<file path="src/hdl/nflu_pkg.sv">
// Types, codes, constants and float compare helpers of the numeric for-loop unit
package nflu_pkg;

   localparam int WORD_W       = 64;
   localparam int I2D_LAT      = 4;
   localparam int FADD_LAT     = 6;
   localparam int FRONT_STAGES = FADD_LAT;
   localparam int DIV_STAGES   = WORD_W;

   typedef logic [WORD_W-1:0] word_type;
   typedef logic [1:0]        tag_type;

   localparam tag_type TAG_INT  = 2'd0;
   localparam tag_type TAG_FLT  = 2'd1;
   localparam logic    CMD_PREP = 1'b0;
   localparam logic    CMD_STEP = 1'b1;

   typedef enum logic [2:0] {
      OUT_ENTER = 3'd0,
      OUT_SKIP  = 3'd1,
      OUT_BACK  = 3'd2,
      OUT_FALL  = 3'd3,
      OUT_REJ   = 3'd4
   } outcome_type;

   localparam logic [10:0] EXP_MAX  = 11'h7FF;
   localparam word_type    DBL_QNAN = 64'h7FF8_0000_0000_0000;

   typedef struct packed {
      logic     cmd;
      tag_type  tag0;
      word_type bits0;
      tag_type  tag1;
      word_type bits1;
      tag_type  tag2;
      word_type bits2;
   } item_type;

   typedef struct packed {
      outcome_type outcome;
      logic        use_quot;
      tag_type     tag0;
      word_type    bits0;
      tag_type     tag1;
      word_type    bits1;
      tag_type     tag2;
      word_type    bits2;
   } side_type;

   function automatic logic f_isnan(word_type x);
      return (x[62:52] == EXP_MAX) && (x[51:0] != 52'd0);
   endfunction

   function automatic logic f_iszero(word_type x);
      return x[62:0] == 63'd0;
   endfunction

   function automatic logic f_pos(word_type x);
      return !f_isnan(x) && !x[63] && !f_iszero(x);
   endfunction

   function automatic logic f_neg(word_type x);
      return !f_isnan(x) && x[63] && !f_iszero(x);
   endfunction

   function automatic logic f_lt(word_type a, word_type b);
      logic res;
      if (f_isnan(a) || f_isnan(b) || (f_iszero(a) && f_iszero(b))) begin
         res = 1'b0;
      end else if (a[63] != b[63]) begin
         res = a[63];
      end else if (!a[63]) begin
         res = a[62:0] < b[62:0];
      end else begin
         res = a[62:0] > b[62:0];
      end
      return res;
   endfunction

   function automatic logic f_eq(word_type a, word_type b);
      return !f_isnan(a) && !f_isnan(b) &&
             ((a == b) || (f_iszero(a) && f_iszero(b)));
   endfunction

endpackage

</file>
<file path="src/hdl/nflu_i2d.sv">
// Four-stage signed 64-bit integer to double conversion, round to nearest even
module nflu_i2d import nflu_pkg::*; (
   input  logic     clock,
   input  logic     en,
   input  word_type int_val,
   output word_type dbl_val
);

   localparam logic [10:0] EXP_TOP = 11'd1086;

   logic        sgn1_ff;
   word_type    mag1_ff;
   logic        sgn2_ff, zero2_ff, zero2_in;
   word_type    nrm2_ff, nrm2_in;
   logic [5:0]  lz2_ff, lz2_in;
   logic        sgn3_ff, zero3_ff;
   word_type    nrm3_ff, nrm3_in;
   logic [5:0]  lz3_ff, lz3_in;
   word_type    dbl4_ff, dbl4_in;
   logic [10:0] expo;
   logic        rnd;
   logic [62:0] body;

   // coarse normalize
   always_comb begin
      zero2_in = mag1_ff == '0;
      nrm2_in  = mag1_ff;
      lz2_in   = '0;
      if (nrm2_in[63:32] == '0) begin
         nrm2_in = nrm2_in << 32;
         lz2_in  = lz2_in + 6'd32;
      end
      if (nrm2_in[63:48] == '0) begin
         nrm2_in = nrm2_in << 16;
         lz2_in  = lz2_in + 6'd16;
      end
      if (nrm2_in[63:56] == '0) begin
         nrm2_in = nrm2_in << 8;
         lz2_in  = lz2_in + 6'd8;
      end
   end

   // fine normalize
   always_comb begin
      nrm3_in = nrm2_ff;
      lz3_in  = lz2_ff;
      if (nrm3_in[63:60] == '0) begin
         nrm3_in = nrm3_in << 4;
         lz3_in  = lz3_in + 6'd4;
      end
      if (nrm3_in[63:62] == '0) begin
         nrm3_in = nrm3_in << 2;
         lz3_in  = lz3_in + 6'd2;
      end
      if (!nrm3_in[63]) begin
         nrm3_in = nrm3_in << 1;
         lz3_in  = lz3_in + 6'd1;
      end
   end

   // round and pack
   always_comb begin
      expo    = EXP_TOP - {5'd0, lz3_ff};
      rnd     = nrm3_ff[10] & ((|nrm3_ff[9:0]) | nrm3_ff[11]);
      body    = {expo, nrm3_ff[62:11]} + {62'd0, rnd};
      dbl4_in = zero3_ff ? '0 : {sgn3_ff, body};
   end

   always_ff @(posedge clock) begin
      if (en) begin
         sgn1_ff  <= int_val[63];
         mag1_ff  <= int_val[63] ? (~int_val + 64'd1) : int_val;
         sgn2_ff  <= sgn1_ff;
         zero2_ff <= zero2_in;
         nrm2_ff  <= nrm2_in;
         lz2_ff   <= lz2_in;
         sgn3_ff  <= sgn2_ff;
         zero3_ff <= zero2_ff;
         nrm3_ff  <= nrm3_in;
         lz3_ff   <= lz3_in;
         dbl4_ff  <= dbl4_in;
      end
   end

   assign dbl_val = dbl4_ff;

endmodule

</file>
<file path="config.mk">
export PLATFORM = sky130hd
export DESIGN_NAME = nflu_i2d
export DESIGN_NICKNAME = d
export VERILOG_FILES = /design/src/hdl/nflu_pkg.sv /design/src/hdl/nflu_i2d.sv
export SDC_FILE = /design/constraint.sdc
export NUM_CORES = 1
export LEC_CHECK = 0
export BUFFER_PORTS_ARGS = -buffer_cell sky130_fd_sc_hd__buf_2
export CAP_MARGIN = 20
export CORE_ASPECT_RATIO = 1.25
export CORE_MARGIN = 4
export CORE_UTILIZATION = 40
export DETAILED_ROUTE_END_ITERATION = 7
export MAX_ROUTING_LAYER = met4
export PLACE_DENSITY = 0.59
export SYNTH_ARGS = -nofsm -noshare
export SYNTH_HDL_FRONTEND = slang
export SYNTH_SLANG_ARGS = --single-unit
</file>
<file path="constraint.sdc">
create_clock -name clock -period 8.2 [get_ports clock]
set_input_delay 0.41 -clock clock [delete_from_list [all_inputs] [get_ports clock]]
set_output_delay 0.41 -clock clock [all_outputs]
set_load 0.01 [all_outputs]
</file>
==> qor.log, run 1 <==
INFO  status         run_status=finished, final reports clean
INFO  detailed_routing drtPass1Iterations=5
INFO  synthesis      ys.warnings.count=0
INFO  clock_network  post-cts-setup-buffer-count=0
INFO  setup_path     critical_path.top_delay_family=simple AND/OR/NAND/NOR gates
INFO  setup_path     data_arrival_at_the_endpoint_of_the_critical_path=4080ps
INFO  clock_network  cts_repair_resize_count=0
INFO  sta            grt_setup_unrepaired=no
INFO  clock_network  cts-hold-fix-buffers=0
INFO  floorplan      initial_core_util=0.406
INFO  pwr            power.static_leakage=6.36nW
INFO  sta            slew_violations=0
INFO  pwr            netSwitchingFraction=0.255
INFO  global_route   globalRoute.totalOverflow=0
INFO  finish         utilization=0.459
INFO  synthesis      netlist_area=15200um^2
INFO  min_path       hold_path.class=in2reg
INFO  floorplan      die_area=41100um^2
INFO  finish         most_used_cells_in_the_layout_excluding_fill_and_tap_cells=edfxtp_1, nand2_1, mux2i_1
INFO  place          dpl.hpwl=25700um
INFO  clock_network  ctsLongestPathBuffers=3
INFO  global_route   pin_count_of_the_biggest_net_entering_global_routing=203
INFO  global_route   grt.met3_usage=0.0213
INFO  place          dp_cells=1964
INFO  finish         final_area=17200um^2
INFO  setup_path     timing.critical_path.to_type=flip-flop
INFO  sta            timing.clock.skew=9.94ps
INFO  setup_path     crit_slowest_cell=nand4_1
INFO  finish         area_growth_syn_to_layout=13.3%
INFO  global_route   groute.layer.met1.usage=0.215
INFO  clock_network  cts_tree=yes
INFO  pwr            internal_power=2.60mW
INFO  floorplan      row_count=79
INFO  synthesis      syn_nets=1475
INFO  detailed_routing drc=0
INFO  clock_network  cts_root_buffer=clkbuf_16
INFO  setup_path     crit_path_max_incr_delay=810ps
INFO  global_route   number_of_antenna_violations_at_the_first_check_in_global_routing=0
INFO  floorplan      coreArea=37400um^2
INFO  finish         final.fill_count=3509
INFO  global_route   grt_first_pass_wirelength=56200um
INFO  clock_network  num_cts_buffers=27
INFO  synthesis      netlist_instances=1405
INFO  pwr            p_total=3.48mW
INFO  detailed_routing routedWlPerCell=17.4um
INFO  floorplan      die_wd=182um
INFO  place          port_buffers=129
INFO  sta            max_slew_margin=0.299
INFO  synthesis      synth_enable_flop_cells=269
INFO  sta            finalCritPeriodShare=0.463
INFO  run            max-cap-violations=0
INFO  detailed_routing drt.antenna.violating_nets=0
INFO  synthesis      synth.avg_cell_area=10.8um^2
INFO  floorplan      pin_count=130
INFO  clock_network  cts_sinks=269
INFO  clock_network  cts.htree.levels=1
INFO  synthesis      synth_top_flop_cell=edfxtp_1
INFO  sta            worst-slew-pin-transition=1050ps
INFO  global_route   gr-max-usage-layer=met2
INFO  finish         diodes=0
INFO  pwr            share_comb_of_total_power=0.131
INFO  detailed_routing via_count=10700
INFO  sta            finalHoldViolations=0
INFO  synthesis      synth_seq_cells=269
INFO  synthesis      yosys.cell_types.count=68
INFO  min_path       min-delay-start=int_val[0]
INFO  setup_path     required=8490ps
INFO  detailed_routing route.final.wire_length=35000um
INFO  sta            final.setup.tns=0ps
INFO  setup_path     timing.critical_path.from=mag1_ff[28]$_DFFE_PP_
INFO  synthesis      ys_seq_area_frac=0.533
INFO  detailed_routing drt_first_iter_violations=787
INFO  clock_network  worst_skew_pair_later_pin_latency=540ps
INFO  pwr            part_of_the_total_power_dissipated_in_sequential_elements=0.517
INFO  setup_path     crit_type=reg2reg
INFO  place          routabilityCongestion=0.927
INFO  sta            setup_viol=0
INFO  finish         layout.cells.most_common=edfxtp_1
INFO  sta            period_needed=3790ps
INFO  global_route   grt_usage=0.172
INFO  pwr            share_clk_of_total_power=0.352
INFO  pwr            p_switching=0.887mW
INFO  global_route   globalRouteMet2Util=0.283
INFO  clock_network  cts.clk_slew.worst_paths=60ps
INFO  detailed_routing detail_route.vias_per_cell=5.30
INFO  setup_path     crit_buf_inv=2
INFO  finish         layoutNonFillerInstCount=2013
INFO  finish         fraction_of_final_layout_cells_sized_beyond_drive_strength_1=0.152
INFO  setup_path     r2r-start=mag1_ff[28]$_DFFE_PP_
INFO  place          placed_area=16300um^2
INFO  pwr            p_per_area=203nW/um^2
INFO  setup_path     worstPathMaxFanout=41
INFO  finish         final_nets=1579
INFO  synthesis      synthArstFlopShare=0
INFO  floorplan      die_y=226um
INFO  sta            max_clock_freq=0.264GHz
INFO  setup_path     critPathLaunchType=flip-flop
INFO  global_route   first_global_vias=10300
INFO  pwr            vdd.ir_drop.worst=139uV
INFO  setup_path     worstPathCellList=nor4_1 > nand4_1 > o311a_1 > o211ai_1 > buf_4 > inv_2 > a221o_1
## area by class of cell
cell class | count | area [um^2] | share of cell area
sequential | 269 | 8080 | 0.471
multi-input combinational | 1044 | 6720 | 0.391
clock buffer | 29 | 683 | 0.0398
tap | 486 | 608 | 0.0354
timing repair buffer | 143 | 793 | 0.0462
clock inverter | 18 | 198 | 0.0115
inverter | 24 | 90.1 | 0.00525
## cells in the mapped netlist (6+ instances only)
| library cell | n | area [um^2] |
|---|---|---|
| nand4_1 | 20 | 125 |
| nor4_1 | 22 | 138 |
| nor4_2 | 6 | 75.1 |
| a21oi_1 | 44 | 220 |
| edfxtp_1 | 269 | 8080 |
| inv_1 | 21 | 78.8 |
| a41oi_1 | 8 | 70.1 |
| mux2_2 | 19 | 214 |
| clkbuf_1 | 46 | 173 |
| buf_2 | 9 | 45.0 |
| nor2b_1 | 6 | 37.5 |
| or3_1 | 10 | 62.6 |
| xnor2_1 | 76 | 666 |
| or4_1 | 13 | 97.6 |
| o41ai_1 | 7 | 61.3 |
| and3_1 | 14 | 87.6 |
| and2_1 | 17 | 106 |
| nand2_1 | 267 | 1000 |
| nor4b_1 | 9 | 78.8 |
| o31ai_1 | 23 | 173 |
| o21ai_0 | 84 | 420 |
| nor2_1 | 95 | 357 |
| mux2i_1 | 144 | 1440 |
| buf_1 | 11 | 41.3 |
| nand3_1 | 25 | 125 |
| a2bb2oi_1 | 6 | 52.6 |
| a22oi_1 | 22 | 165 |
| nor3_1 | 10 | 50.1 |
| xor2_1 | 33 | 289 |
## path summary, 6_finish.rpt
check	end	slack, ps	cells past startpoint
setup / recovery	nrm2_ff[59]$_DFFE_PP_	4410	7
hold / removal	mag1_ff[0]$_DFFE_PP_	130	1
setup reg to reg	nrm2_ff[59]$_DFFE_PP_	4410	7
hold reg to reg	sgn2_ff$_DFFE_PP_	420	0
## state kept, by name, indices dropped and copies added, names as in the netlist, 3 cells and up
register,flops
dbl_val,64
mag1_ff,64
lz3_ff,6
lz2_ff,3
nrm2_ff,64
nrm3_ff,63
## power groups by stage
stage	registers (mW)	logic [mW]	clock network, mW
floorplan	1.79	0.294	0
global placement	1.83	0.453	0
detailed placement	1.83	0.457	0
CTS	1.80	0.460	1.27
global route	1.82	0.516	1.33
finish	1.80	0.456	1.23
## stage by stage
| stage | hold WS (ps) | setup slack (ps) |
|---|---|---|
| 2_1_floorplan | 400 | 5540 |
| 3_3_place_gp | 404 | 3880 |
| 3_5_place_dp | 410 | 3810 |
| 4_1_cts | 86.7 | 3780 |
| 5_1_grt | 106 | 4090 |
| 6_report | 126 | 4410 |
## metal layers
layer  wire length [um]  vias to the layer above
met3               1580                       85
li1                   -                     5389
met2              16800                      260
met4               1500                        0
met1              15200                     4928
met5                  0                        -
## cells by family after synthesis
kind of cell	Yosys count	synth area share
AND/OR/NAND/NOR	544	0.173
flip-flops	269	0.533
AO/OA/AOI/OAI	223	0.0937
multiplexers	164	0.110
XOR/XNOR	109	0.0630
buffers and inverters	92	0.0241
adder cells (fa/ha/maj)	4	0.00330
Power figures use the tool's default switching activity.
==> run 2: changes to the inputs <==
clock period = 3.95 ns   (was 8.2 ns; I/O delays follow)
==> qor.log, run 2 (synthesized netlist as in run 1, its figures left out) <==
INFO  detailed_routing drt.antenna.violating_nets=0
INFO  finish         final.fill_count=3502
INFO  floorplan      die_area=41100um^2
INFO  sta            whs=31.7ps
INFO  sta            max_slew_margin=0.289
INFO  global_route   first_global_vias=10800
INFO  detailed_routing detail_route.vias_per_cell=5.28
INFO  setup_path     critical_path.top_delay_family=simple AND/OR/NAND/NOR gates
INFO  sta            slew_violations=0
INFO  sta            final.setup.tns=0ps
INFO  clock_network  cts_tree=yes
INFO  setup_path     data_arrival_at_the_endpoint_of_the_critical_path=3500ps
INFO  floorplan      row_count=79
INFO  finish         most_used_cells_in_the_layout_excluding_fill_and_tap_cells=edfxtp_1, nand2_1, mux2i_1
INFO  clock_network  ctsLongestPathBuffers=3
INFO  setup_path     worstPathMaxFanout=5
INFO  detailed_routing routedWlPerCell=17.2um
INFO  clock_network  worst_skew_pair_later_pin_latency=550ps
INFO  sta            setup_viol=0
INFO  finish         area_growth_syn_to_layout=17.7%
INFO  sta            grt_setup_unrepaired=no
INFO  clock_network  cts.clk_slew.worst_paths=60ps
INFO  finish         layoutNonFillerInstCount=2081
INFO  finish         final_nets=1645
INFO  setup_path     crit_buf_inv=0
INFO  setup_path     crit_slowest_cell=nor4_1
INFO  finish         utilization=0.477
INFO  floorplan      initial_core_util=0.406
INFO  run            max-cap-violations=0
INFO  place          dp_cells=1977
INFO  setup_path     crit_path_max_incr_delay=890ps
INFO  detailed_routing drt_first_iter_violations=700
INFO  global_route   grt_first_pass_wirelength=57400um
INFO  floorplan      pin_count=130
INFO  clock_network  num_cts_buffers=28
INFO  global_route   pin_count_of_the_biggest_net_entering_global_routing=101
INFO  setup_path     required=4240ps
INFO  pwr            vdd.ir_drop.worst=334uV
INFO  clock_network  post-cts-setup-buffer-count=0
INFO  pwr            p_total=7.43mW
INFO  setup_path     timing.critical_path.from=nrm3_ff[10]$_DFFE_PP_
INFO  sta            max_clock_freq=0.311GHz
INFO  setup_path     critPathLaunchType=flip-flop
INFO  floorplan      die_wd=182um
INFO  finish         diodes=0
INFO  place          routabilityCongestion=0.934
INFO  setup_path     worstPathCellList=and2_1 > ha_1 > nand2_1 > or4_2 > nor4_1 > nand4_1 > xor2_1 > nor2_1
INFO  finish         final_area=17800um^2
INFO  place          port_buffers=129
INFO  clock_network  cts_root_buffer=clkbuf_16
INFO  status         run_status=finished, final reports clean
INFO  detailed_routing drc=0
INFO  pwr            power.static_leakage=6.67nW
INFO  clock_network  cts_sinks=269
INFO  detailed_routing drtPass1Iterations=5
INFO  sta            finalCritPeriodShare=0.814
INFO  clock_network  cts.htree.levels=1
INFO  sta            postLayoutSetupSlackWorst=736ps
INFO  setup_path     r2r-start=nrm3_ff[10]$_DFFE_PP_
INFO  detailed_routing route.final.wire_length=35800um
INFO  floorplan      die_y=226um
INFO  global_route   number_of_antenna_violations_at_the_first_check_in_global_routing=0
INFO  place          dpl.hpwl=26600um
INFO  clock_network  cts-hold-fix-buffers=54
INFO  finish         layout.cells.most_common=edfxtp_1
INFO  setup_path     timing.critical_path.to_type=flip-flop
INFO  min_path       min-delay-start=int_val[7]
INFO  sta            finalHoldViolations=0
INFO  min_path       hold_path.class=in2reg
INFO  pwr            p_per_area=416nW/um^2
INFO  sta            worst-slew-pin-transition=1070ps
INFO  sta            timing.clock.skew=13.1ps
INFO  clock_network  cts_repair_resize_count=0
INFO  floorplan      coreArea=37400um^2
INFO  finish         fraction_of_final_layout_cells_sized_beyond_drive_strength_1=0.154
INFO  detailed_routing via_count=11000
INFO  sta            period_needed=3210ps
INFO  global_route   grt_usage=0.175
INFO  setup_path     crit_type=reg2reg
INFO  place          placed_area=16300um^2
INFO  place          place_worst_setup_slack=875ps
INFO  global_route   globalRoute.totalOverflow=0
## run 2: final cells by class
type                            count  area, um^2  area share
Clock buffer                       31         712      0.0399
Clock inverter                     19         236      0.0133
Inverter                           24        90.1     0.00505
Multi-Input combinational cell   1044        6720       0.377
Sequential cell                   269        8080       0.453
Tap cell                          486         608      0.0341
Timing Repair Buffer              208        1400      0.0783
## run 2: final timing paths
| path | endpoint | slack, ps | depth (start not counted) |
|---|---|---|---|
| hold / removal | mag1_ff[7]$_DFFE_PP_ | 30 | 2 |
| setup reg to reg | dbl_val[42]$_SDFFCE_PP0P_ | 740 | 8 |
| setup / recovery | dbl_val[42]$_SDFFCE_PP0P_ | 740 | 8 |
| hold reg to reg | zero3_ff$_DFFE_PP_ | 420 | 0 |
## run 2: per-layer routing
metal,share of wire,up-vias,GRT usage
li1,-,5520,-
met1,0.43,5075,0.218
met2,0.49,306,0.295
met3,0.044,87,0.0177
met4,0.038,0,0.0698
met5,0,-,-
## run 2: power breakdown
part           internal, mW  total (mW)  switching (mW)
logic                 0.428       0.991           0.563
clock network          1.62        2.71            1.08
registers              3.49        3.73           0.238
==> run 3: changes to the inputs <==
PLACE_DENSITY = 0.61   (was 0.59)
clock period = 2.9 ns   (was 3.95 ns; I/O delays follow)
==> qor.log, run 3 (synthesized netlist as in run 1, its figures left out) <==
INFO  finish         most_used_cells_in_the_layout_excluding_fill_and_tap_cells=edfxtp_1, nand2_1, mux2i_1
INFO  finish         diodes=0
INFO  sta            final.setup.tns=0ps
INFO  setup_path     worstPathCellList=and4_4 > nand3_1 > or4b_1 > or4_1 > a21oi_1 > mux2_1
INFO  global_route   grt_first_pass_wirelength=57700um
INFO  floorplan      coreArea=37400um^2
INFO  pwr            p_total=9.84mW
INFO  floorplan      die_area=41100um^2
INFO  sta            whs=44.2ps
INFO  clock_network  cts.clk_slew.worst_paths=60ps
INFO  sta            max_slew_margin=0.317
INFO  sta            finalCritPeriodShare=0.923
INFO  clock_network  cts_root_buffer=clkbuf_16
INFO  global_route   pin_count_of_the_biggest_net_entering_global_routing=78
INFO  place          port_buffers=129
INFO  clock_network  post-cts-setup-buffer-count=0
INFO  clock_network  ctsLongestPathBuffers=3
INFO  global_route   grt_usage=0.176
INFO  setup_path     worstPathMaxFanout=6
INFO  min_path       hold_path.class=in2reg
INFO  clock_network  worst_skew_pair_later_pin_latency=550ps
INFO  finish         final_nets=1690
INFO  finish         ff_latch_area=8080um^2
INFO  detailed_routing detail_route.vias_per_cell=5.22
INFO  global_route   first_global_vias=10800
INFO  status         run_status=finished, final reports clean
INFO  detailed_routing drtPass1Iterations=5
INFO  floorplan      row_count=79
INFO  finish         area_growth_syn_to_layout=20.2%
INFO  sta            period_needed=2680ps
INFO  clock_network  cts.htree.levels=1
INFO  setup_path     number_of_stages_on_the_worst_setup_path=6
INFO  pwr            power.static_leakage=6.88nW
INFO  place          dpl.hpwl=26800um
INFO  sta            finalHoldViolations=0
INFO  sta            worst-slew-pin-transition=1030ps
INFO  finish         multi_input_area=6730um^2
INFO  floorplan      die_wd=182um
INFO  floorplan      die_y=226um
INFO  setup_path     ff2ff_path_depth=6
INFO  place          dp_cells=2015
INFO  clock_network  cts_sinks=269
INFO  setup_path     critPathLaunchType=flip-flop
INFO  detailed_routing via_count=11100
INFO  place          routabilityCongestion=0.989
INFO  pwr            p_per_area=540nW/um^2
INFO  sta            timing.clock.skew=19.5ps
INFO  detailed_routing route.final.wire_length=35700um
INFO  detailed_routing drt.antenna.violating_nets=0
INFO  pwr            vdd.ir_drop.worst=420uV
INFO  setup_path     required=3180ps
INFO  sta            grt_setup_unrepaired=no
INFO  clock_network  num_cts_buffers=27
INFO  finish         final.fill_count=3386
INFO  finish         layoutNonFillerInstCount=2126
INFO  sta            setup_viol=0
INFO  detailed_routing routedWlPerCell=16.8um
INFO  finish         final_area=18200um^2
INFO  run            max-cap-violations=0
INFO  setup_path     data_arrival_at_the_endpoint_of_the_critical_path=2960ps
INFO  clock_network  cts_tree=yes
INFO  setup_path     crit_type=reg2reg
INFO  finish         layout.cells.most_common=edfxtp_1
INFO  place          placed_area=16700um^2
INFO  detailed_routing drt_first_iter_violations=677
INFO  min_path       worstHoldPathCells=3
INFO  global_route   number_of_antenna_violations_at_the_first_check_in_global_routing=0
INFO  sta            slew_violations=0
INFO  finish         fraction_of_final_layout_cells_sized_beyond_drive_strength_1=0.173
INFO  detailed_routing drc=0
INFO  setup_path     timing.critical_path.to_type=flip-flop
INFO  setup_path     crit_buf_inv=0
INFO  floorplan      pin_count=130
INFO  setup_path     crit_path_max_incr_delay=580ps
INFO  setup_path     critical_path.top_delay_family=simple AND/OR/NAND/NOR gates
INFO  global_route   globalRoute.totalOverflow=0
INFO  floorplan      initial_core_util=0.406
INFO  setup_path     crit_slowest_cell=or4b_1
INFO  sta            max_clock_freq=0.374GHz
## run 3: cell count changes in the layout (fill, tap and decap cells not counted), sizes merged
cell | previous run | this run
clkbuf | 31 | 33
buf | 154 | 192
bufinv | 5 | 2
inv | 23 | 26
clkinv | 14 | 11
dlygate4sd3 | 54 | 62
## run 3: through the flow
| step | util | worst slack [ps] |
|---|---|---|
| finish | 0.487 | 224 |
| global route | 0.487 | 67.0 |
| CTS | 0.487 | 167 |
| detailed placement | 0.448 | 184 |
| global placement | 0.448 | 218 |
| floorplan | - | 241 |
## run 3: per-layer routing
metal | up-vias | track usage | routed length (um)
met5 | - | - | 0
met4 | 0 | 0.0845 | 1900
met3 | 117 | 0.0216 | 1640
met2 | 317 | 0.295 | 17200
met1 | 5057 | 0.213 | 15000
li1 | 5613 | - | -
## run 3: cell type report
type | count | share of cell area
clock buffers | 33 | 0.0383
clock inverters | 16 | 0.00838
inverters | 24 | 0.00495
multi-input cells | 1044 | 0.369
flip-flops and latches | 269 | 0.443
well taps | 486 | 0.0334
repair buffers | 254 | 0.102
## run 3: final timing paths
path                               from                         to  slack (ps)
setup / recovery  nrm3_ff[22]$_DFFE_PP_  dbl_val[55]$_SDFFCE_PP0P_         220
hold / removal               int_val[1]       mag1_ff[1]$_DFFE_PP_          40
setup reg to reg  nrm3_ff[22]$_DFFE_PP_  dbl_val[55]$_SDFFCE_PP0P_         220
hold reg to reg     lz2_ff[4]$_DFFE_PP_        lz3_ff[4]$_DFFE_PP_         420
## run 3: worst min-delay path, cell delays in order
cell and delay [ps]:
buf_2 120, inv_1 60, o21ai_0 150
## run 3: repair_timing
| item | in CTS | in global routing |
|---|---|---|
| resized for setup | 0 | 2 |
| hold endpoints to repair | 63 | 0 |
| endpoints found under the setup margin | 0 | 1 |
| hold buffers | 62 | 0 |
## run 3: power breakdown
group / switching [mW] / total (mW) / internal [mW] / leakage [nW]
Combinational: 0.836 / 1.47 / 0.638 / 3.79
Sequential: 0.265 / 5.02 / 4.75 / 2.67
Clock: 1.44 / 3.35 / 1.91 / 0.417
