--- config.mk ---
export PLATFORM = sky130hd
export DESIGN_NAME = nflu_fadd
export DESIGN_NICKNAME = d
export VERILOG_FILES = /design/src/hdl/nflu_pkg.sv /design/src/hdl/nflu_fadd.sv
export SDC_FILE = /design/constraint.sdc
export NUM_CORES = 1
export LEC_CHECK = 0
export BUFFER_PORTS_ARGS = -buffer_cell sky130_fd_sc_hd__buf_2
export CELL_PAD_IN_SITES_DETAIL_PLACEMENT = 1
export CELL_PAD_IN_SITES_GLOBAL_PLACEMENT = 1
export CORE_MARGIN = 2
export CORE_UTILIZATION = 45
export CTS_CLUSTER_SIZE = 8
export DETAILED_ROUTE_END_ITERATION = 7
export PLACE_DENSITY_LB_ADDON = 0.15
export SYNTH_ARGS = -nofsm -noshare
export SYNTH_HDL_FRONTEND = slang
export SYNTH_SLANG_ARGS = --single-unit
--- constraint.sdc ---
create_clock -name clock -period 6.94 [get_ports clock]
set_input_delay 0.694 -clock clock [delete_from_list [all_inputs] [get_ports clock]]
set_output_delay 0.694 -clock clock [all_outputs]
set_load 0.01 [all_outputs]
--- src/hdl/nflu_pkg.sv ---
// Types, codes, constants and float compare helpers of the numeric for-loop unit
package nflu_pkg;

   localparam int WORD_W       = 64;
   localparam int I2D_LAT      = 4;
   localparam int FADD_LAT     = 6;
   localparam int FRONT_STAGES = FADD_LAT;
   localparam int DIV_STAGES   = WORD_W;

   typedef logic [WORD_W-1:0] word_type;
   typedef logic [1:0]        tag_type;

   localparam tag_type TAG_INT  = 2'd0;
   localparam tag_type TAG_FLT  = 2'd1;
   localparam logic    CMD_PREP = 1'b0;
   localparam logic    CMD_STEP = 1'b1;

   typedef enum logic [2:0] {
      OUT_ENTER = 3'd0,
      OUT_SKIP  = 3'd1,
      OUT_BACK  = 3'd2,
      OUT_FALL  = 3'd3,
      OUT_REJ   = 3'd4
   } outcome_type;

   localparam logic [10:0] EXP_MAX  = 11'h7FF;
   localparam word_type    DBL_QNAN = 64'h7FF8_0000_0000_0000;

   typedef struct packed {
      logic     cmd;
      tag_type  tag0;
      word_type bits0;
      tag_type  tag1;
      word_type bits1;
      tag_type  tag2;
      word_type bits2;
   } item_type;

   typedef struct packed {
      outcome_type outcome;
      logic        use_quot;
      tag_type     tag0;
      word_type    bits0;
      tag_type     tag1;
      word_type    bits1;
      tag_type     tag2;
      word_type    bits2;
   } side_type;

   function automatic logic f_isnan(word_type x);
      return (x[62:52] == EXP_MAX) && (x[51:0] != 52'd0);
   endfunction

   function automatic logic f_iszero(word_type x);
      return x[62:0] == 63'd0;
   endfunction

   function automatic logic f_pos(word_type x);
      return !f_isnan(x) && !x[63] && !f_iszero(x);
   endfunction

   function automatic logic f_neg(word_type x);
      return !f_isnan(x) && x[63] && !f_iszero(x);
   endfunction

   function automatic logic f_lt(word_type a, word_type b);
      logic res;
      if (f_isnan(a) || f_isnan(b) || (f_iszero(a) && f_iszero(b))) begin
         res = 1'b0;
      end else if (a[63] != b[63]) begin
         res = a[63];
      end else if (!a[63]) begin
         res = a[62:0] < b[62:0];
      end else begin
         res = a[62:0] > b[62:0];
      end
      return res;
   endfunction

   function automatic logic f_eq(word_type a, word_type b);
      return !f_isnan(a) && !f_isnan(b) &&
             ((a == b) || (f_iszero(a) && f_iszero(b)));
   endfunction

endpackage

--- src/hdl/nflu_fadd.sv ---
// Six-stage IEEE double adder, round to nearest even, with subnormals and specials
module nflu_fadd import nflu_pkg::*; (
   input  logic     clock,
   input  logic     en,
   input  word_type a,
   input  word_type b,
   output word_type sum
);

   typedef struct packed {
      logic nan;
      logic inf;
      logic inf_sgn;
      logic eff_sub;
      logic s_big;
   } flags_type;

   logic        a_big, a_inf, b_inf;
   word_type    big, sml;
   logic [10:0] e_big, e_sml, diff;

   logic [52:0] s1_big_ff, s1_sml_ff;
   logic [10:0] s1_e_ff;
   logic [5:0]  s1_d_ff;
   flags_type   s1_flg_ff, s1_flg_in;

   logic [55:0] sml_ext, sml_sh, sml_mask, s2_al_in, s2_al_ff;
   logic [52:0] s2_big_ff;
   logic [10:0] s2_e_ff;
   flags_type   s2_flg_ff;

   logic [56:0] s3_sum_ff, s3_sum_in;
   logic [10:0] s3_e_ff;
   flags_type   s3_flg_ff;

   logic [55:0] s4_n_ff, s4_n_in;
   logic [11:0] s4_e_ff, s4_e_in;
   logic        s4_zero_ff;
   flags_type   s4_flg_ff;

   logic [55:0] s5_n_ff, s5_n_in;
   logic [11:0] s5_e_ff, s5_e_in;
   logic        s5_zero_ff;
   flags_type   s5_flg_ff;

   logic        rnd;
   logic [10:0] ef;
   logic [62:0] body;
   word_type    sum_ff, sum_in;

   // order by magnitude, unpack, flag specials
   always_comb begin
      a_big = a[62:0] >= b[62:0];
      big   = a_big ? a : b;
      sml   = a_big ? b : a;
      e_big = (big[62:52] == '0) ? 11'd1 : big[62:52];
      e_sml = (sml[62:52] == '0) ? 11'd1 : sml[62:52];
      diff  = e_big - e_sml;
      a_inf = a[62:0] == {EXP_MAX, 52'd0};
      b_inf = b[62:0] == {EXP_MAX, 52'd0};
      s1_flg_in.nan     = f_isnan(a) || f_isnan(b) || (a_inf && b_inf && (a[63] != b[63]));
      s1_flg_in.inf     = a_inf || b_inf;
      s1_flg_in.inf_sgn = a_inf ? a[63] : b[63];
      s1_flg_in.eff_sub = a[63] ^ b[63];
      s1_flg_in.s_big   = big[63];
   end

   // align the smaller operand, fold shifted-out bits into sticky
   always_comb begin
      sml_ext  = {s1_sml_ff, 3'b000};
      sml_sh   = sml_ext >> s1_d_ff;
      sml_mask = ~({56{1'b1}} << s1_d_ff);
      s2_al_in = {sml_sh[55:1], sml_sh[0] | (|(sml_ext & sml_mask))};
   end

   always_comb begin
      if (s2_flg_ff.eff_sub) begin
         s3_sum_in = {1'b0, s2_big_ff, 3'b000} - {1'b0, s2_al_ff};
      end else begin
         s3_sum_in = {1'b0, s2_big_ff, 3'b000} + {1'b0, s2_al_ff};
      end
   end

   // carry fix and coarse left normalize, never below the smallest exponent
   always_comb begin
      if (s3_sum_ff[56]) begin
         s4_n_in = {s3_sum_ff[56:2], s3_sum_ff[1] | s3_sum_ff[0]};
         s4_e_in = {1'b0, s3_e_ff} + 12'd1;
      end else begin
         s4_n_in = s3_sum_ff[55:0];
         s4_e_in = {1'b0, s3_e_ff};
      end
      if (s4_n_in[55:24] == '0 && s4_e_in > 12'd32) begin
         s4_n_in = s4_n_in << 32;
         s4_e_in = s4_e_in - 12'd32;
      end
      if (s4_n_in[55:40] == '0 && s4_e_in > 12'd16) begin
         s4_n_in = s4_n_in << 16;
         s4_e_in = s4_e_in - 12'd16;
      end
   end

   always_comb begin
      s5_n_in = s4_n_ff;
      s5_e_in = s4_e_ff;
      if (s5_n_in[55:48] == '0 && s5_e_in > 12'd8) begin
         s5_n_in = s5_n_in << 8;
         s5_e_in = s5_e_in - 12'd8;
      end
      if (s5_n_in[55:52] == '0 && s5_e_in > 12'd4) begin
         s5_n_in = s5_n_in << 4;
         s5_e_in = s5_e_in - 12'd4;
      end
      if (s5_n_in[55:54] == '0 && s5_e_in > 12'd2) begin
         s5_n_in = s5_n_in << 2;
         s5_e_in = s5_e_in - 12'd2;
      end
      if (!s5_n_in[55] && s5_e_in > 12'd1) begin
         s5_n_in = s5_n_in << 1;
         s5_e_in = s5_e_in - 12'd1;
      end
   end

   // round and pack; a carry out of the mantissa bumps the exponent
   always_comb begin
      rnd  = s5_n_ff[2] & (s5_n_ff[1] | s5_n_ff[0] | s5_n_ff[3]);
      ef   = s5_n_ff[55] ? s5_e_ff[10:0] : 11'd0;
      body = {ef, s5_n_ff[54:3]} + {62'd0, rnd};
      if (s5_flg_ff.nan) begin
         sum_in = DBL_QNAN;
      end else if (s5_flg_ff.inf) begin
         sum_in = {s5_flg_ff.inf_sgn, EXP_MAX, 52'd0};
      end else if (s5_zero_ff) begin
         sum_in = {!s5_flg_ff.eff_sub && s5_flg_ff.s_big, 63'd0};
      end else if (s5_e_ff >= {1'b0, EXP_MAX}) begin
         sum_in = {s5_flg_ff.s_big, EXP_MAX, 52'd0};
      end else begin
         sum_in = {s5_flg_ff.s_big, body};
      end
   end

   always_ff @(posedge clock) begin
      if (en) begin
         s1_big_ff  <= {big[62:52] != '0, big[51:0]};
         s1_sml_ff  <= {sml[62:52] != '0, sml[51:0]};
         s1_e_ff    <= e_big;
         s1_d_ff    <= (diff > 11'd63) ? 6'd63 : diff[5:0];
         s1_flg_ff  <= s1_flg_in;
         s2_big_ff  <= s1_big_ff;
         s2_al_ff   <= s2_al_in;
         s2_e_ff    <= s1_e_ff;
         s2_flg_ff  <= s1_flg_ff;
         s3_sum_ff  <= s3_sum_in;
         s3_e_ff    <= s2_e_ff;
         s3_flg_ff  <= s2_flg_ff;
         s4_n_ff    <= s4_n_in;
         s4_e_ff    <= s4_e_in;
         s4_zero_ff <= s3_sum_ff == '0;
         s4_flg_ff  <= s3_flg_ff;
         s5_n_ff    <= s5_n_in;
         s5_e_ff    <= s5_e_in;
         s5_zero_ff <= s4_zero_ff;
         s5_flg_ff  <= s4_flg_ff;
         sum_ff     <= sum_in;
      end
   end

   assign sum = sum_ff;

endmodule

==> flow_summary.yaml, run 1 <==
global_route:
  grtUsageTotal_pct: 27.7
  grt_pass1_vias: 30100
  grt_pass1_wl_um: 177000
  gr-total-overflow: 0
  grt_max_degree: 138
  antenna_found_initial: 0
floorplanning:
  boundaryPins: 194
  die_w_um: 289
  start_util_pct: 45.5
  rows: 104
  fp.coreArea_mm2: 0.0805
  die_height_um: 289
  dieArea_mm2: 0.0838
placed_design:
  gp_congestion: 0.941
  io_buffer_count: 193
  place_ws_ps: -121
  placed_cells: 4836
  hpwl_um: 90700
clocking:
  htreeDepth: 3
  cts.sinks: 538
  cts_setup_buffers: 0
  cts-buffers-inserted: 79
  clockRootBuffer: "clkbuf_16"
  cts_hold_buf: 0
  post_cts_resized: 0
  clkLatencyLatePin_ps: 640
  cts_tree: "done"
  clk_pin_slew_ps: 50
  clk_path_buf_depth: 3
critical_path:
  cpPeakStageDelay_ps: 520
  arrival_ps: 6820
  reg2reg_to: "s5_e_ff[8]$_DFFE_PP_"
  criticalPathCategory: "input port to register"
  path_max_fanout: 28
  crit_slowest_cell: "or4_1"
  crit_start: "b[24]"
  crit_path_end: "s1_d_ff[1]$_SDFFCE_PN1P_"
  reg2reg_depth: 20
  reg2reg_from: "s4_e_ff[10]$_DFFE_PP_"
  end_kind: "register"
  worstPathRequired_ps: 7310
  r2r_slack_ps: 840
  start_kind: "input port"
flow_run:
  maxCapViolations: 0
power:
  p_leak_nw: 15.8
  p_total_mw: 11.0
  p_per_area_mw_per_mm2: 268
  peakVddDrop_uv: 177
drt:
  antenna_left: 0
  drc: 0
  routed_wl_um: 117000
  drt-vias-per-instance: 5.89
  via_count: 29100
  wl_per_cell_um: 23.7
  initialDrtViolationCount: 2055
  drtPass1Iterations: 5
yosys:
  synth_edf_count: 538
  ys_seq_elements: 538
  synth_area_leaders: "edfxtp_1, mux2i_1, ha_1"
  synth_area_per_cell_um2: 9.89
  ys_top_cells_by_count: "edfxtp_1, nor2_1, nand2_1, o21ai_0, a21oi_1"
  async_flop_share_pct: 0
  synth_ff_type: "edfxtp_1"
  netlist_instances: 3709
  synthDistinctLibCells: 89
  netlist_area_mm2: 0.0367
  yosysTopAreaCellShare_pct: 44.1
  seq_area_frac_synth_pct: 44.1
  synth_top_cell_by_area: "edfxtp_1"
  yosysMostFrequentCell: "edfxtp_1"
  yosysWarnings: 0
  syn_nets: 4031
cells_and_area:
  ff_latch_area_mm2: 0.0162
  multi_input_area_mm2: 0.0190
  fill_cells: 9000
  fin_nets: 4179
  layout.cells.non_filler: 4932
  drive_gt1_share_pct: 13.4
  diodes: 0
  finish.utilization_pct: 51.0
  synthToLayoutAreaGrowth_pct: 12.0
timing:
  post-route-period-util_pct: 92.9
  fmax_ghz: 0.155
  rsz0062_at_grt: "false"
  period_needed_ps: 6450
  slew_violations: 0
  max-slew-margin-rel_pct: 25.8
  setup_slack_ps: 493
  holdWs_ps: 395
  hold_viol_final: 0
  finalSetupViolCount: 0
  fin_worst_skew_ps: 23.6
  worst_pin_slew_ps: 1110
hold_path:
  hold_class: "input port to register"
run_status:
  status: "finished, final reports clean"
power breakdown:
part | internal, mW | leakage (nW) | switching (mW) | total [mW]
clock network | 2.16 | 1.09 | 1.38 | 3.55
registers | 4.14 | 5.31 | 0.400 | 4.55
logic | 1.11 | 9.42 | 1.82 | 2.93
layout by cell type, fill, tap and decap left out, drive strengths merged, types with 35 or more instances in the layout:
cell type,count
mux2,82
nor2,348
a211oi,43
nand3,73
a21o,53
xnor2,102
mux2i,257
nor3,66
nor4,63
edfxtp,538
buf,265
mux4,35
nand4,60
and3,45
a21oi,268
inv,218
nor2b,42
clkbuf,86
nand2,344
o21ai,290
xor2,67
ha,190
routing by layer:
layer | routed length (um) | part of all wire [%] | GRT usage, %
met1 | 46600 | 40 | 31.9
met2 | 59200 | 51 | 49.8
met3 | 4010 | 3.4 | 2.89
met4 | 6890 | 5.9 | 15.7
met5 | 0 | 0 | 0
cells by family after synthesis:
family          after synthesis  synth area share (%)
xor+xnor                    169                  4.04
fa+ha+maj                   193                  6.62
flops                       538                  44.1
compound gates              876                  14.4
mux                         374                  11.7
simple gates               1145                  14.8
buf+inv                     414                  4.35
how the worst min path moves through the flow:
stage                                       from                       to  slack, ps  cells past startpoint
after detailed placement  s1_big_ff[9]$_DFFE_PP_   s2_big_ff[9]$_DFFE_PP_        410                      0
final                                      a[31]  s1_big_ff[31]$_DFFE_PP_        390                      3
after global routing                       a[31]  s1_big_ff[31]$_DFFE_PP_        400                      3
after global placement    s4_flg_ff[1]$_DFFE_PP_   s5_flg_ff[1]$_DFFE_PP_        400                      0
after floorplan           s1_big_ff[0]$_DFFE_PP_   s2_big_ff[0]$_DFFE_PP_        400                      0
after CTS                                  a[31]  s1_big_ff[31]$_DFFE_PP_        370                      3
registers in the layout, indices dropped and copies added, names as in the netlist, 12 cells and up:
register	count
s1_big_ff	53
sum	64
s3_sum_ff	57
s2_al_ff	56
s1_sml_ff	53
s5_e_ff	12
s2_big_ff	53
s4_e_ff	12
s5_n_ff	56
s4_n_ff	56
through the flow:
stage	TNS (ps)	cell area, um^2
after floorplan	0	36700
after global placement	0	38800
after detailed placement	-506	38800
after CTS	0	41100
after global routing	0	41100
final	0	41100
critical path: cells and delay by family:
kind | cells | cell delay, ps
muxes | 1 | 290
AOI/OAI and AO/OA | 17 | 3540
and+or+nand+nor | 8 | 1350
buffers and inverters | 3 | 320
adders and majority gates | 2 | 510
xor gates and xnor gates | 1 | 110
cell type report:
| class | instances | share of cell area (%) |
|---|---|---|
| Clock buffer | 86 | 5.03 |
| Clock inverter | 10 | 0.381 |
| Inverter | 216 | 1.97 |
| Multi-Input combinational cell | 2757 | 46.2 |
| Sequential cell | 538 | 39.3 |
| Tap cell | 1060 | 3.23 |
| Timing Repair Buffer | 265 | 3.85 |
Note: power is estimated with default switching activity, not from simulation.
==> run 2, diff against run 1 <==
--- a/config.mk
+++ b/config.mk
@@ -10,9 +10,11 @@
 export CELL_PAD_IN_SITES_GLOBAL_PLACEMENT = 1
 export CORE_MARGIN = 2
 export CORE_UTILIZATION = 45
+export CTS_CLUSTER_DIAMETER = 30
 export CTS_CLUSTER_SIZE = 8
 export DETAILED_ROUTE_END_ITERATION = 7
 export PLACE_DENSITY_LB_ADDON = 0.15
+export REMOVE_ABC_BUFFERS = 1
 export SYNTH_ARGS = -nofsm -noshare
 export SYNTH_HDL_FRONTEND = slang
 export SYNTH_SLANG_ARGS = --single-unit
==> constraint.sdc (replaced) <==
create_clock -name clock -period 6.94 [get_ports clock]
set_input_delay 1.388 -clock clock [delete_from_list [all_inputs] [get_ports clock]]
set_output_delay 1.388 -clock clock [all_outputs]
set_load 0.01 [all_outputs]
==> run 2 against run 1 <==
  * Sequential share of layout area decreased by 1.8 points
  * Clock skew is 2.6 ps lower
  * First-iteration DRC count fell by 17%
  * Via count grew 1.7%
  * Die area unchanged
  * Highest routed layer unchanged
  * Clock-buffer cell count is 38 higher
==> flow_summary.yaml, run 2 (synthesis gave the netlist of run 1 again) <==
run_status:
  status: "finished, final reports clean"
cells_and_area:
  fill_cells: 8918
  layout_common_cells: "edfxtp_1, nor2_1, nand2_1"
  fin_nets: 4281
  diodes: 0
  final_common_cell: "edfxtp_1"
  drive_gt1_share_pct: 16.8
  layout.cells.non_filler: 5106
  synthToLayoutAreaGrowth_pct: 17.4
  largest_reg_flops: 64
drt:
  routed_wl_um: 114000
  antenna_left: 0
  drt-vias-per-instance: 5.79
  drc: 0
  drtPass1Iterations: 5
  initialDrtViolationCount: 1697
  via_count: 29500
  wl_per_cell_um: 22.3
critical_path:
  cpPeakStageDelay_ps: 440
  criticalPathCategory: "input port to register"
  worstPathRequired_ps: 7350
  start_kind: "input port"
  end_kind: "register"
  crit_slowest_cell: "or4_4"
  arrival_ps: 7120
  path_max_fanout: 4
floorplanning:
  die_height_um: 289
  die_w_um: 289
  rows: 104
  boundaryPins: 194
  dieArea_mm2: 0.0838
  fp.coreArea_mm2: 0.0805
  start_util_pct: 45.5
timing:
  finalSetupViolCount: 0
  worst_pin_slew_ps: 1170
  setup_slack_ps: 230
  hold_viol_final: 0
  post-route-period-util_pct: 96.7
  fmax_ghz: 0.149
  tns_ps: 0
  slew_violations: 0
  max-slew-margin-rel_pct: 21.5
  period_needed_ps: 6710
  fin_worst_skew_ps: 21.0
global_route:
  antenna_found_initial: 2
  grt_max_degree: 147
  gr-total-overflow: 0
  grtUsageTotal_pct: 26.9
  grt_pass1_wl_um: 174000
  grt_pass1_vias: 30500
placed_design:
  io_buffer_count: 193
  hpwl_um: 87800
  gp_congestion: 0.929
  place_ws_ps: -705
  placed_cells: 4905
clocking:
  cts-buffers-inserted: 112
  clockRootBuffer: "clkbuf_16"
  clk_path_buf_depth: 3
  cts.sinks: 538
  clk_pin_slew_ps: 50
  cts_hold_buf: 0
  cts_tree: "done"
  clkLatencyLatePin_ps: 660
  htreeDepth: 3
power:
  peakVddDrop_uv: 193
  p_per_area_mw_per_mm2: 293
  p_leak_nw: 16.8
flow_run:
  maxCapViolations: 0
hold_path:
  hold_class: "register to register"
-- run 2: metal layers --
layer	track usage, %	vias up	routed length, um
met3	3.14	248	4070
met5	0	-	0
met1	31.4	14400	46300
met2	47.9	715	56900
met4	15.1	0	6760
li1	-	14200	-
-- run 2: cell type report --
class / count / area [um^2] / share of cell area, %
clock inverter: 77 / 810 / 1.88
inverter: 216 / 811 / 1.88
tap: 1060 / 1330 / 3.08
clock buffer: 124 / 2850 / 6.62
multi-input combinational: 2757 / 19000 / 44.2
timing repair buffer: 334 / 2080 / 4.82
sequential: 538 / 16200 / 37.5
-- run 2: path summary, 6_finish.rpt --
kind	from	to	slack, ps	cells after the start
worst max-delay path	b[24]	s1_d_ff[1]$_SDFFCE_PN1P_	230	32
worst min-delay path	s4_zero_ff$_DFFE_PP_	s5_zero_ff$_DFFE_PP_	410	0
worst max register to register	s4_e_ff[10]$_DFFE_PP_	s5_e_ff[11]$_DFFE_PP_	600	19
worst min register to register	s4_zero_ff$_DFFE_PP_	s5_zero_ff$_DFFE_PP_	410	0
-- run 2: critical path: cells and delay by family --
kind | cells | cell delay, ps
AOI/OAI and AO/OA | 18 | 3210
and+or+nand+nor | 6 | 1010
adders and majority gates | 3 | 880
muxes | 1 | 320
buffers and inverters | 3 | 190
xor gates and xnor gates | 1 | 110
-- run 2: metrics by stage --
step | util (%) | power, mW | hold slack, ps | area, um^2
finish | 53.4 | 12.6 | 413 | 43000
global route | 53.4 | 13.2 | 419 | 43000
CTS | 53.4 | 12.6 | 414 | 43000
detailed placement | 48.8 | 7.49 | 406 | 39300
global placement | 48.8 | 7.41 | 401 | 39300
floorplan | - | 6.36 | 400 | 35900
-- run 2: repair_timing --
action / in CTS / in global routing
gates resized for setup: 3 / 13
pin swaps: 0 / 4
endpoints found under the setup margin: 6 / 6
buffers inserted: 0 / 0
-- run 2: power by group --
part / leakage (nW) / internal (mW) / total, mW / switching [mW]
Sequential: 5.31 / 4.15 / 4.53 / 0.382
Combinational: 9.75 / 1.14 / 2.97 / 1.82
Clock: 1.75 / 3.37 / 5.10 / 1.73
==> run 3, diff against run 2 <==
--- a/config.mk
+++ b/config.mk
@@ -13,7 +13,8 @@
 export CTS_CLUSTER_DIAMETER = 30
 export CTS_CLUSTER_SIZE = 8
 export DETAILED_ROUTE_END_ITERATION = 7
-export PLACE_DENSITY_LB_ADDON = 0.15
+export MAX_ROUTING_LAYER = met4
+export PLACE_DENSITY_LB_ADDON = 0.2
 export REMOVE_ABC_BUFFERS = 1
 export SYNTH_ARGS = -nofsm -noshare
 export SYNTH_HDL_FRONTEND = slang
==> run 3 against run 2 <==
  * First-iteration DRC count increased by 20%
  * Non-clock buffer count decreased by 5
  * Fmax about the same
  * Global-route usage increased by 0.99 points
  * Largest cell class unchanged
  * Largest power group unchanged
==> flow_summary.yaml, run 3 (synthesis gave the netlist of run 1 again) <==
run_status:
  status: "finished, final reports clean"
critical_path:
  crit_family: "compound AO/OA/AOI/OAI gates"
  arrival_ps: 7120
  criticalPathCategory: "input port to register"
  end_kind: "register"
  start_kind: "input port"
  path_max_fanout: 4
  cpPeakStageDelay_ps: 430
  crit_slowest_cell: "or4_4"
  cp.buffers_inverters: 3
  worstPathRequired_ps: 7360
drt:
  wl_per_cell_um: 22.4
  routed_wl_um: 115000
  antenna_left: 0
  drtPass1Iterations: 5
  drc: 0
  via_count: 29700
  drt-vias-per-instance: 5.83
  initialDrtViolationCount: 2038
timing:
  fmax_ghz: 0.149
  worst_pin_slew_ps: 1070
  holdWs_ps: 407
  slew_violations: 0
  max-slew-margin-rel_pct: 28.7
  finalSetupViolCount: 0
  period_needed_ps: 6710
  post-route-period-util_pct: 96.7
  fin_worst_skew_ps: 29.4
  hold_viol_final: 0
floorplanning:
  fp.coreArea_mm2: 0.0805
  boundaryPins: 194
  die_height_um: 289
  rows: 104
  start_util_pct: 45.5
  die_w_um: 289
  dieArea_mm2: 0.0838
clocking:
  htreeDepth: 3
  clk_path_buf_depth: 3
  cts_tree: "done"
  cts-buffers-inserted: 114
  clockRootBuffer: "clkbuf_16"
  cts_hold_buf: 0
  cts.sinks: 538
  clk_pin_slew_ps: 50
  clkLatencyLatePin_ps: 690
cells_and_area:
  final_common_cell: "edfxtp_1"
  finish.utilization_pct: 53.5
  synthToLayoutAreaGrowth_pct: 17.6
  layout.cells.non_filler: 5103
  layout_common_cells: "edfxtp_1, nor2_1, nand2_1"
  largest_reg_flops: 64
  drive_gt1_share_pct: 16.5
  fin_nets: 4278
placed_design:
  placed_cells: 4898
  io_buffer_count: 193
  gp_congestion: 0.970
  hpwl_um: 88000
power:
  peakVddDrop_uv: 189
  p_per_area_mw_per_mm2: 296
  p_leak_nw: 16.8
global_route:
  grtUsageTotal_pct: 27.9
  grt_max_degree: 142
  antenna_found_initial: 1
  grt_pass1_wl_um: 175000
  grt_pass1_vias: 30300
  gr-total-overflow: 0
flow_run:
  maxCapViolations: 0
hold_path:
  hold_class: "register to register"
==> run 3: final cells by class <==
| class | count | area [um^2] |
|---|---|---|
| clock buffers | 136 | 2960 |
| flip-flops and latches | 538 | 16200 |
| fillers | 8879 | 37400 |
| well taps | 1060 | 1330 |
| diodes | 1 | 2.50 |
| multi-input cells | 2757 | 19000 |
| repair buffers | 329 | 2070 |
| clock inverters | 66 | 801 |
| inverters | 216 | 811 |
==> run 3: path summary, 6_finish.rpt <==
kind | start | endpoint | slack [ps] | depth (start not counted)
worst min-delay path | s4_flg_ff[4]$_DFFE_PP_ | s5_flg_ff[4]$_DFFE_PP_ | 410 | 0
worst min register to register | s4_flg_ff[4]$_DFFE_PP_ | s5_flg_ff[4]$_DFFE_PP_ | 410 | 0
worst max-delay path | b[24] | s1_d_ff[1]$_SDFFCE_PN1P_ | 230 | 32
worst max register to register | s4_n_ff[48]$_DFFE_PP_ | s5_n_ff[3]$_DFFE_PP_ | 770 | 19
==> run 3: per-stage QoR <==
stage / total power, mW / instance area, um^2 / setup slack [ps] / setup TNS (ps)
finish: 12.8 / 43100 / 231 / 0
global route: 13.3 / 43100 / -71.6 / -86.3
CTS: 12.8 / 43100 / 18.5 / 0
detailed placement: 7.48 / 39300 / -720 / -4050
global placement: 7.41 / 39300 / -564 / -3040
floorplan: 6.36 / 35900 / -6230 / -485940
==> run 3: report_power, final <==
group | internal [mW] | total, mW | switching (mW)
combinational | 1.14 | 2.97 | 1.83
sequential | 4.15 | 4.54 | 0.387
clock | 3.52 | 5.25 | 1.73
==> run 3: timing repair <==
action,4_1_cts,5_1_grt
pin swaps,0,6
resized for setup,1,12
endpoints found under the setup margin,6,6
buffers inserted,0,2
==> run 3: layer usage <==
metal | GRT usage (%) | routed length, um
met1 | 31.8 | 46800
met2 | 47.4 | 56600
met3 | 3.11 | 4140
met4 | 16.3 | 6980
met5 | - | 0
